<file path="config.mk">
export PLATFORM = sky130hd
export DESIGN_NAME = bfra_ram
export DESIGN_NICKNAME = d
export VERILOG_FILES = /design/src/sv/bfra_ram.sv
export SDC_FILE = /design/constraint.sdc
export NUM_CORES = 1
export LEC_CHECK = 0
export ABC_AREA = 1
export CAP_MARGIN = 20
export CORE_MARGIN = 2
export CORE_UTILIZATION = 50
export CTS_CLUSTER_DIAMETER = 40
export DETAILED_ROUTE_END_ITERATION = 10
export DONT_BUFFER_PORTS = 1
export GPL_ROUTABILITY_DRIVEN = 0
export GPL_TIMING_DRIVEN = 1
export PLACE_DENSITY = 0.73
export SLEW_MARGIN = 20
export SYNTH_ARGS = -nofsm -noshare
export SYNTH_HDL_FRONTEND = slang
export SYNTH_SLANG_ARGS = --single-unit
</file>
<file path="constraint.sdc">
create_clock -name clk_i -period 2.1 [get_ports clk_i]
set_input_delay 0.42 -clock clk_i [delete_from_list [all_inputs] [get_ports clk_i]]
set_output_delay 0.42 -clock clk_i [all_outputs]
set_load 0.02 [all_outputs]
</file>
<file path="src/sv/bfra_ram.sv">
// Generic single-write, single-read RAM with registered read data.
// No dependencies.
module bfra_ram #(
  parameter int WIDTH = 8,
  parameter int DEPTH = 16
) (
  input  logic                     clk_i,
  input  logic                     we_i,
  input  logic [$clog2(DEPTH)-1:0] waddr_i,
  input  logic [WIDTH-1:0]         wdata_i,
  input  logic [$clog2(DEPTH)-1:0] raddr_i,
  output logic [WIDTH-1:0]         rdata_o
);

  logic [WIDTH-1:0] mem [DEPTH];

  always_ff @(posedge clk_i) begin
    if (we_i) begin
      mem[waddr_i] <= wdata_i;
    end
    rdata_o <= mem[raddr_i];
  end

endmodule

</file>
# Yosys cells after proc, flatten, opt, wreduce, memory -nomap -nowiden

Memories as Yosys holds them, arrays and structs flattened. A register that Yosys moved wholly into a read port is not among the register bits.
Cells that the tools add are included.

Flip-flop bits (word level): 0
Memory bits (writable): 128
Memories kept: 1

Memories:

| memory | depth | bits a word | rd ports | clocked after memory_dff | write ports | line | RTL |
|---|---|---|---|---|---|---|---|
| mem    | 16    | 8           | 1        | 1                        | 1           | 15   | `logic [WIDTH-1:0] mem [DEPTH];` |

Muxes and demuxes: 2

Operators by type and width:

| operator          | number |
|---|---|
| 1-bit two-way mux | 2 |

# Longest topological paths before layout

Depth in word-level cells: 2
Depth in mapped cells: 8

# Worst setup path before layout

No wires, ideal clock.

Path kind: input -> register
Start: input waddr_i[2]
End: memory mem[10][0] (enable)
Data arrival time: 1.001 ns
Data required time: 1.730 ns
Slack: 0.729 ns
Stages on the path: 2
Path through: nand3b_1 > nor2_1

RTL lines:

| what        | line | RTL |
|---|---|---|
| from (decl) | 9    | `input logic [$clog2(DEPTH)-1:0] waddr_i,` |
| to (decl)   | 15   |  |

No word-level cell before the write port.

# Worst setup path in the final report

Start: register rdata_o[4] (read register of mem)
End: output rdata_o[4]

RTL lines:

| what        | line | RTL |
|---|---|---|
| from (decl) | 12   | `output logic [WIDTH-1:0] rdata_o` |

No word-level cell between the ends.

==> flow_summary_export.csv <==
group,metric,value,unit
outcome,status,"finished, final reports clean",
clocking,clockBufferDepth,2,
setup_path,critical_path.startpoint,"rdata_o[4]$_DFF_P_",
timing,max_freq,0.762,GHz
logic_synthesis,synthCells,551,
logic_synthesis,syn-num-nets,569,
flow_run,maxCapViolCount,0,
global_routing,grt.total_usage,20.8,%
global_routing,grt_max_degree,66,
timing,setup_viol,0,
clocking,clockRootBuffer,"clkbuf_16",
setup_path,critical_path.max_fanout,1,
timing,rsz0062_at_grt,"false",
global_routing,antenna_found_initial,0,
final_layout,multi_input_area,0.00121,mm^2
power,power.share.sequential,49.8,%
clocking,cts_buffers,17,
logic_synthesis,synth_cell_types,12,
logic_synthesis,netlist_area,0.00577,mm^2
clocking,cts_sinks,136,
logic_synthesis,yosys_warnings,0,
clocking,holdBufCountCts,0,
logic_synthesis,synth-seq-area-share,69.4,%
routing,remaining_drc_errors,0,
setup_path,ff2ff_path_depth,6,
final_layout,regArea,0.00400,mm^2
timing,tightest_slew,0.823,ns
global_routing,grt_pass1_vias,3584,
power,power.share.switching,21.4,%
global_routing,grt_pass1_wl,19200,um
logic_synthesis,netlist.area_leader.share,66.7,%
timing,finalWorstSetupSlack,0.788,ns
setup_path,critPathKind,"reg2out",
floorplan,die-area,0.0124,mm^2
routing,wl,12500,um
timing,post-route-min-period,1.31,ns
logic_synthesis,ys_ff_latch,136,
placed_design,dp_worst_setup_slack,0.491,ns
global_routing,grtUsageMet1,29.5,%
clocking,ctsResizeCount,0,
final_layout,area_growth,12.3,%
timing,clock_skew,0.00877,ns
global_routing,grtUsageMet3,4.14,%
setup_path,rrSetupSlack,1.07,ns
worst_hold_path,hold_class,"in2reg",
clocking,h-tree-depth,4,
routing,dr_total_vias,3732,
final_layout,fill_cells,889,
power,pwr-share-clk,46.4,%
clocking,path_clk_slew,0.06,ns
routing,avgRoutedWirePerCell,17.4,um
power,ir_drop,0.611,mV
setup_path,cp-end-kind,"output pin",
global_routing,busiest_layer,"met2",
power,powerDensity,956,mW/mm^2
final_layout,num-nets-final,578,
power,p_comb_share,3.8,%
setup_path,endpoint,"rdata_o[4]",
global_routing,grt.overflow.total,0,
routing,viasPerCell,5.21,
power,power.leakage,2.77,nW
floorplan,die_y,111,um
logic_synthesis,yosysTopAreaCell,"edfxtp_1",
setup_path,worstPathRequired,1.68,ns
floorplan,core-area,0.0113,mm^2
logic_synthesis,synth_area_per_cell,10.5,um^2
logic_synthesis,ys_top_cells_by_area,"edfxtp_1 (67%), nand2_1 (11%), nand3_1 (8.4%)",
final_layout,drive_gt1_share,8.38,%
clocking,post_cts_buffers,0,
timing,timing.final.crit_share,62.5,%
global_routing,use_met2,31.4,%
timing,finalSetupTns,0,ns
floorplan,io_pins,26,
setup_path,r2r_start,"mem[1][2]$_DFFE_PP_",
setup_path,critPathLaunchType,"register",
timing,slew_headroom,44.9,%
power,internal_power,4.86,mW
placed_design,io_buffers,0,
clocking,clock_latency,0.42,ns
final_layout,diodes,0,
routing,drt_iter0_markers,345,
floorplan,row_count,39,
power,p_sw,1.33,mW
clocking,cts_tree,"built",
routing,detail-route-antenna-nets,0,
setup_path,rr_endpoint,"rdata_o[2]$_DFF_P_",
setup_path,crit_cells,0,
timing,hold_viol,0,
placed_design,hpwl,7470,um
floorplan,start_util,50.9,%
floorplan,die_w,111,um
setup_path,arrival,0.89,ns
routing,dr.pass1.iters,8,
timing,maxSlewViolCount,0,
## placed cells by master (no fill, tap or decap)
cell type   netlist  final
inv_1           100    100
clkinv_2          0      4
nand2_1         173    173
clkbuf_16         0     17
nand3b_1          2      2
inv_6             0      2
inv_2             2      2
nand3_1          97     97
buf_4             4     13
clkinv_4          0      2
bufinv_16         0      2
edfxtp_1        128    128
nor2_1           17     17
buf_12            0      1
dfxtp_1           8      8
clkinvlp_4        0      5
## layout make-up
type	instances	share of cell area, %
clock buffer	17	6.57
clock inverter	15	2.36
inverter	102	5.91
multi-input combinational	289	18.7
sequential	136	61.8
tap	143	2.76
timing repair buffer	14	1.82
## cells by family (layout without fill, tap and decap cells)
kind of cell / Yosys count / in the layout / share of synthesized area (%)
flip-flops: 136 / 136 / 69.4
buffers and inverters: 126 / 148 / 9.52
AND/OR/NAND/NOR: 289 / 289 / 21.0
## through the flow
stage                     power (mW)  utilization, %  hold slack (ns)  instance area (um^2)  cells
after global routing            6.36            57.2           0.0829                  6470    716
after floorplan                 3.34               -            0.519                  5770    551
after detailed placement        3.37            52.1            0.520                  5900    684
after CTS                       6.20            57.2           0.0860                  6470    716
after global placement          3.36            52.1            0.520                  5900    684
final                           6.19            57.2           0.0966                  6470    716
## synth_stat cells (all sizes together)
cell    instances
nand3b          2
inv           102
buf            24
nor2           17
dfxtp           8
nand2         173
nand3          97
edfxtp        128
## flip-flops by register name, summed over array words and instances, names as in the netlist
register and flops:
mem 128, rdata_o 8
## worst min-delay path by stage
stage,startpoint,end,slack (ns),cells after the start
after floorplan,wdata_i[0],mem[0][0]$_DFFE_PP_,0.52,0
after global placement,wdata_i[1],mem[7][1]$_DFFE_PP_,0.52,0
after detailed placement,wdata_i[1],mem[7][1]$_DFFE_PP_,0.52,0
after CTS,wdata_i[1],mem[15][1]$_DFFE_PP_,0.09,0
after global routing,wdata_i[0],mem[13][0]$_DFFE_PP_,0.08,0
final,wdata_i[1],mem[15][1]$_DFFE_PP_,0.1,0
## power groups by stage
stage | combinational, mW | sequential [mW] | clock, mW
2_1_floorplan | 0.214 | 3.13 | 0
3_3_place_gp | 0.226 | 3.14 | 0
3_5_place_dp | 0.231 | 3.14 | 0
4_1_cts | 0.234 | 3.08 | 2.89
5_1_grt | 0.265 | 3.09 | 3.00
6_report | 0.234 | 3.08 | 2.87
## routing by layer
metal | part of all wire (%) | up-vias
li1 | - | 1791
met1 | 42 | 1729
met2 | 47 | 185
met3 | 8.5 | 27
met4 | 2.4 | 0
met5 | 0 | -
No activity file was read; power rests on OpenSTA's default activity.
