`src/sv/bfra_pkg.sv`:
```
// Shared types and constants for the best-fit range allocator.
// No dependencies; imported by bfra_div, bfra_cell and best_fit_range_allocator.
package bfra_pkg;

  localparam int HEAP_SLOTS      = 1024;
  localparam int MAX_FREE_BLOCKS = 512;
  localparam int STALE_DEPTH     = 256;

  localparam int START_W  = $clog2(HEAP_SLOTS);
  localparam int LEN_W    = $clog2(HEAP_SLOTS + 1);
  localparam int IDX_W    = (MAX_FREE_BLOCKS > 1) ? $clog2(MAX_FREE_BLOCKS) : 1;
  localparam int BLK_W    = $clog2(MAX_FREE_BLOCKS + 1);
  localparam int PTR_W    = (STALE_DEPTH > 1) ? $clog2(STALE_DEPTH) : 1;
  localparam int FILL_W   = $clog2(STALE_DEPTH + 1);
  localparam int STAMP_W  = 16;
  localparam int STRIDE_W = 13;
  localparam int DATA_W   = 64;
  localparam int COUNT_W  = 11;
  localparam int REL_W    = 9;
  localparam int OP_W     = 2;
  localparam int ADDR_W   = 4;
  localparam int DIV_STEPS = DATA_W;
  localparam int DIV_CNT_W = $clog2(DIV_STEPS + 1);

  localparam logic [OP_W-1:0] OP_ALLOC   = 2'd0;
  localparam logic [OP_W-1:0] OP_FREE    = 2'd1;
  localparam logic [OP_W-1:0] OP_RELEASE = 2'd2;

  localparam logic REG_BASE   = 1'b0;
  localparam logic REG_STRIDE = 1'b1;
  localparam logic [STRIDE_W-1:0] STRIDE_RESET = 13'd32;

  typedef enum logic [3:0] {
    ST_IDLE, ST_ALLOC_SCAN, ST_ALLOC_APPLY, ST_DIV, ST_FREE_APPLY,
    ST_REL_RD, ST_REL_CHK, ST_REL_SCAN, ST_REL_APPLY,
    ST_REN_LOAD, ST_REN_SHIFT, ST_REN_COMMIT, ST_RESP
  } state_e;

  // query broadcast to all cells during a scan
  typedef struct packed {
    logic [START_W-1:0] off;
    logic [LEN_W-1:0]   len;
  } qry_t;

  // search record handed from cell to cell
  typedef struct packed {
    logic               best_v;
    logic [IDX_W-1:0]   best_idx;
    logic [START_W-1:0] best_start;
    logic [LEN_W-1:0]   best_len;
    logic [STAMP_W-1:0] best_stamp;
    logic               ovl;
    logic               prev_v;
    logic [IDX_W-1:0]   prev_idx;
    logic [LEN_W-1:0]   prev_len;
    logic               next_v;
    logic [IDX_W-1:0]   next_idx;
    logic [LEN_W-1:0]   next_len;
    logic               free_v;
    logic [IDX_W-1:0]   free_idx;
  } tok_t;

  // stamp circulating around the ring during renumbering
  typedef struct packed {
    logic               v;
    logic [STAMP_W-1:0] stamp;
  } ring_t;

  // update commands broadcast to the cells
  typedef struct packed {
    logic               wr_a;
    logic [IDX_W-1:0]   idx_a;
    logic [START_W-1:0] a_start;
    logic [LEN_W-1:0]   a_len;
    logic [STAMP_W-1:0] a_stamp;
    logic               clr_b;
    logic [IDX_W-1:0]   idx_b;
    logic               ring_load;
    logic               ring_shift;
    logic               rank_commit;
  } ctl_t;

  typedef struct packed {
    logic [DATA_W-1:0]  frame;
    logic [LEN_W-1:0]   len;
    logic [START_W-1:0] off;
  } stale_t;

endpackage

```
`src/sv/bfra_div.sv`:
```
// Restoring divider, one quotient bit per cycle.
// Depends on bfra_pkg.
module bfra_div (
  input  logic                            clk_i,
  input  logic                            rst_ni,
  input  logic                            start_i,
  input  logic [bfra_pkg::DATA_W-1:0]     dividend_i,
  input  logic [bfra_pkg::STRIDE_W-1:0]   divisor_i,
  output logic                            done_o,
  output logic [bfra_pkg::DATA_W-1:0]     quo_o
);
  import bfra_pkg::*;

  logic [DIV_CNT_W-1:0] cnt_q, cnt_d;
  logic                 done_q, done_d;
  logic [DATA_W-1:0]    quo_q, quo_d;
  logic [STRIDE_W-1:0]  rem_q, rem_d;
  logic [STRIDE_W:0]    shl;

  always_comb begin
    cnt_d  = cnt_q;
    done_d = 1'b0;
    quo_d  = quo_q;
    rem_d  = rem_q;
    shl    = {rem_q, quo_q[DATA_W-1]};
    if (start_i) begin
      cnt_d = DIV_CNT_W'(DIV_STEPS);
      quo_d = dividend_i;
      rem_d = '0;
    end else if (cnt_q != '0) begin
      cnt_d = cnt_q - 1'b1;
      if (shl >= {1'b0, divisor_i}) begin
        rem_d = STRIDE_W'(shl - {1'b0, divisor_i});
        quo_d = {quo_q[DATA_W-2:0], 1'b1};
      end else begin
        rem_d = shl[STRIDE_W-1:0];
        quo_d = {quo_q[DATA_W-2:0], 1'b0};
      end
      done_d = (cnt_q == DIV_CNT_W'(1));
    end
  end

  always_ff @(posedge clk_i or negedge rst_ni) begin
    if (!rst_ni) begin
      cnt_q  <= '0;
      done_q <= 1'b0;
    end else begin
      cnt_q  <= cnt_d;
      done_q <= done_d;
    end
  end

  always_ff @(posedge clk_i) begin
    quo_q <= quo_d;
    rem_q <= rem_d;
  end

  assign done_o = done_q;
  assign quo_o  = quo_q;

endmodule

```
`config.mk`:
```
export PLATFORM = sky130hd
export DESIGN_NAME = bfra_div
export DESIGN_NICKNAME = d
export VERILOG_FILES = /design/src/sv/bfra_pkg.sv /design/src/sv/bfra_div.sv
export SDC_FILE = /design/constraint.sdc
export NUM_CORES = 1
export LEC_CHECK = 0
export BUFFER_PORTS_ARGS = -buffer_cell sky130_fd_sc_hd__buf_4
export CAP_MARGIN = 20
export CORE_UTILIZATION = 55
export DETAILED_ROUTE_END_ITERATION = 16
export GPL_TIMING_DRIVEN = 0
export PLACE_DENSITY = 0.95
export SETUP_SLACK_MARGIN = 0.3
export SYNTH_ARGS = -nofsm -noshare
export SYNTH_HDL_FRONTEND = slang
export SYNTH_SLANG_ARGS = --single-unit
```
`constraint.sdc`:
```
create_clock -name clk_i -period 7.05 [get_ports clk_i]
set_input_delay 0.3525 -clock clk_i [delete_from_list [all_inputs] [get_ports clk_i]]
set_output_delay 0.3525 -clock clk_i [all_outputs]
set_load 0.05 [all_outputs]
```
=== Word-level counts from Yosys, hierarchy flattened ===
Index checks and enable logic that the tools add are counted.

* Bits in registers: 85
* Input bits: 80

* $add $sub $neg: 2
* Order comparisons: 1
* Equality and inequality tests: 1
* Multiplexer cells: 8
* Reductions and logical operators: 2

{| class="wikitable"
|+ Operators with widths
! operator !! number
|-
| two-way mux 64 bit || 2
|-
| >= comparator 14 x 13 -> 1 bit || 1
|-
| two-way mux 7 bit || 2
|-
| two-way mux 13 bit || 1
|-
| subtractor 13 bit || 1
|-
| == test 7 x 1 -> 1 bit (second input constant) || 1
|-
| nonzero test 7 bit || 1
|-
| subtractor 7 x 1 -> 7 bit (second input constant) || 1
|-
| two-way mux 1 bit || 3
|-
| nonzero test 2 bit || 1
|}

=== Longest topological paths before layout ===
* Depth after elaboration: 4
* Depth in mapped cells: 10

=== Worst setup path after synthesis ===
OpenSTA, ideal clock, no wires.

* Path kind: flip-flop to flip-flop
* Start point: reg cnt_q[0]
* End point: reg quo_q[0], in the netlist quo_o[0], enable pin
* Arrival time: 2.463 ns
* Data required time: 6.355 ns
* Setup slack: 3.891 ns
* Cell stages (with the launch flop): 7
* Clock period less this slack: 3.159 ns
* Cells stage by stage: dfrtp_1 -> inv_1 -> ha_1 -> nand3b_1 -> nor3_2 -> buf_2 -> nand2b_1

* Longest elaborated chain between the ends: 2

{| class="wikitable"
|+ RTL lines
! what !! RTL line !! RTL
|-
| start: declaration || bfra_div.sv:14 || <nowiki>logic [DIV_CNT_W-1:0] cnt_q, cnt_d;</nowiki>
|-
| start signal: assignment || bfra_div.sv:48 || <nowiki>cnt_q <= cnt_d;</nowiki>
|-
| nonzero test 7 bit || bfra_div.sv:30 || <nowiki>end else if (cnt_q != '0) begin</nowiki>
|-
| nonzero test 2 bit (no source line) || -- ||
|-
| end signal: assignment || bfra_div.sv:54 || <nowiki>quo_q <= quo_d;</nowiki>
|-
| end: declaration || bfra_div.sv:16 || <nowiki>logic [DATA_W-1:0] quo_q, quo_d;</nowiki>
|}

Every way passes these cells.
A chain may end at the register's enable or synchronous reset.

=== Final worst setup path ===
Same ends and word-level chain as after synthesis.

==> impl_metrics.py <==
metrics = {
    "layout": {
        "fillers": 519,
        "fin_util_pct": 76.1,
        "fin_nets": 614,
        "instances_no_fill": 624,
        "layout_commonest_cell": "buf_4",
        "final_cell_mix": "buf_4, mux2_2, edfxtp_1, nor2_1, inv_1",
        "drive_gt1_share_pct": 46.4,
        "n_antenna_cell": 0,
        "area_growth_pct": 31.9,
    },
    "routing": {
        "antenna_left": 0,
        "drc_errors": 0,
        "routedWlPerCell_um": 18.1,
        "firstDrtPassIters": 4,
        "avgViaCountPerCell": 5.65,
        "drt_iter0_markers": 121,
        "vias": 3524,
        "wl_mm": 11.3,
    },
    "clocking": {
        "clk_latency_ps": 350,
        "cts_buffers": 9,
        "clock_path_buffers": 2,
        "clock_sinks": 85,
        "clkTransAtPathRegs_ps": 90,
        "root_buffer": "clkbuf_8",
        "h-tree-depth": 3,
        "cts_tree": "built",
    },
    "synth": {
        "ys_types": 50,
        "synthFlopType": "edfxtp_1",
        "syn_nets": 459,
        "syn_area_um2": 4510,
        "synth.avg_cell_area_um2": 12.4,
        "synth_edf_count": 64,
        "synth-seq-cells": 85,
        "ys_warn_count": 0,
        "synth_cells": 362,
        "ys_async_sr_fraction_pct": 9.41,
        "yosysSeqAreaShare_pct": 52.9,
    },
    "global_routing": {
        "grt_use_total_pct": 27.3,
        "grt-busiest-layer": "met2",
        "grt_pass1_vias": 3647,
        "grt.overflow.total": 0,
        "grt_pass1_wl_mm": 17.8,
        "grt_max_degree": 65,
        "antenna_found_initial": 0,
        "globalRouteMet3Util_pct": 7.72,
        "grt_use_met2_pct": 47.2,
        "met1_usage_pct": 31.4,
    },
    "floorplanning": {
        "fp.dieW_um": 92.5,
        "num_rows": 32,
        "core_area_um2": 7810,
        "die_area_um2": 8560,
        "ios": 145,
        "start_util_pct": 57.7,
        "die_h_um": 92.5,
    },
    "pwr": {
        "intPower_mw": 1.28,
        "p_comb_share_pct": 46.9,
        "leakagePower_nw": 2.58,
        "vdd_ir_drop_max_v": 0.000194,
        "powerDensity_nw_per_um2": 364,
        "swShare_pct": 40.6,
        "power_mw": 2.16,
        "p_switching_mw": 0.878,
        "p_seq_share_pct": 35.6,
        "clkPwrFrac_pct": 17.5,
    },
    "setup_path": {
        "cp-endpoint": "quo_o[0]",
        "reg2reg_to": "quo_o[0]",
        "endpoint_kind": "register",
        "path_max_fanout": 64,
        "r2r-start": "cnt_q[0]",
        "r2r_cells": 6,
        "start_kind": "register",
        "path_class": "reg2reg",
        "cp_data_required_time_ps": 6950,
        "critical_path_arrival_ps": 2580,
        "startpoint": "cnt_q[0]",
        "r2r_slack_ps": 4380,
    },
    "timing": {
        "whs_ps": 303,
        "setup_violations": 0,
        "period_share_pct": 37.9,
        "rsz0062_at_grt": "no",
        "drv_slew": 0,
        "final_hold_viol_count": 0,
        "worstMarginPinSlew_ps": 845,
        "clock.fmax_mhz": 374,
        "skew_ps": 15.5,
        "setup_tns_ps": 0,
        "slew-limit-headroom_pct": 43.6,
        "period_needed_ps": 2670,
    },
    "place": {
        "place_inst": 607,
        "place_congestion": 0.879,
        "place_hpwl_mm": 8.66,
        "port_buffers": 143,
    },
    "flow_run": {
        "maxCapViolations": 0,
    },
    "min_path": {
        "hp-class": "in2reg",
    },
    "status": {
        "status": "finished, final reports clean",
    },
}
-- per-layer routing --
| layer | vias to the layer above | wire, µm |
|---|---|---|
| met3 | 32 | 839 |
| met5 | - | 0 |
| met1 | 1672 | 4330 |
| met4 | 0 | 366 |
| met2 | 150 | 5760 |
| li1 | 1670 | - |
-- logic make-up after synthesis --
logic type / count (synthesis) / synth area share [%]
muxes: 66 / 16.4
buffers and inverters: 38 / 3.61
AOI/OAI and AO/OA: 59 / 9.97
xor gates and xnor gates: 12 / 2.33
adders and majority gates: 17 / 4.89
DFF: 85 / 52.9
and+or+nand+nor: 85 / 9.89
-- what timing repair did --
item | CTS | global route
hold endpoints to repair | 8 | 0
hold buffers | 1 | 0
endpoints found under the setup margin | 0 | 0
buffers inserted | 0 | 0
resized for setup | 0 | 0
-- cells in the mapped netlist, types with 2 or more instances --
cell      count  area share, %
a211oi_1      7            1.2
a21o_1        5           0.83
a21oi_1      12            1.3
a311oi_2      4            1.3
a31o_2        2           0.39
a31oi_1       5           0.69
and4_1        2           0.39
buf_2         4           0.44
clkbuf_1     11           0.92
dfrtp_1       8            4.4
dfxtp_1      13            5.8
edfxtp_1     64             43
ha_1         16            4.4
inv_1        19            1.6
mux2_2       64             16
mux2i_1       2           0.44
nand2_1       8           0.67
nand2b_1      9            1.2
nand3_1      11            1.2
nand3b_1      4           0.67
nand4_1       2           0.28
nor2_1       25            2.1
nor2b_1       3           0.42
nor3_1        6           0.67
nor3b_1       3           0.50
nor4_1        5           0.69
o211ai_1      3           0.50
o21ai_0       9            1.0
o22ai_1       2           0.28
or2_2         2           0.28
or3_1         3           0.42
xnor2_1       9            1.7
xor2_1        3           0.58
-- worst min-delay path by stage --
| stage | start | depth (start not counted) | endpoint |
|---|---|---|---|
| 2_1_floorplan | rst_ni | 0 | cnt_q[0] |
| 3_3_place_gp | rst_ni | 1 | cnt_q[6] |
| 3_5_place_dp | rst_ni | 1 | cnt_q[6] |
| 4_1_cts | dividend_i[47] | 2 | quo_o[47] |
| 5_1_grt | dividend_i[43] | 2 | quo_o[43] |
| 6_report | dividend_i[46] | 2 | quo_o[46] |
-- state kept, by name, indices dropped and copies added, names as in the netlist --
| register | cells |
|---|---|
| cnt_q | 7 |
| done_o | 1 |
| rem_q | 13 |
| quo_o | 64 |
-- through the flow --
step,area [µm²],setup slack [ps]
after floorplan,4510,3890
after global placement,5710,3060
after detailed placement,5710,4400
after CTS,5940,4390
after global routing,5940,4210
final,5940,4380
-- final cells by class --
type	instances	area, µm²	area share (%)
multi-input cells	239	1970	33.1
plain buffers	19	91.3	1.54
flip-flops and latches	85	2380	40.1
inverters	19	71.3	1.20
clock buffers	12	145	2.44
repair buffers	144	1080	18.2
well taps	102	128	2.15
clock inverters	4	72.6	1.22
-- power groups by stage --
stage | sequential [mW] | combinational, mW | clock [mW]
finish | 0.769 | 1.01 | 0.378
global route | 0.785 | 1.08 | 0.398
CTS | 0.769 | 1.01 | 0.382
detailed placement | 0.777 | 1.01 | 0
global placement | 0.770 | 0.974 | 0
floorplan | 1.02 | 0.485 | 0
-- worst max-delay path, stage by stage (launching register included) --
cell,delay [ps]
dfrtp_1,400
inv_1,150
ha_1,180
nand3b_1,160
nor3_2,470
buf_2,360
nand2b_4,490
(Power assumes the default switching activity.)
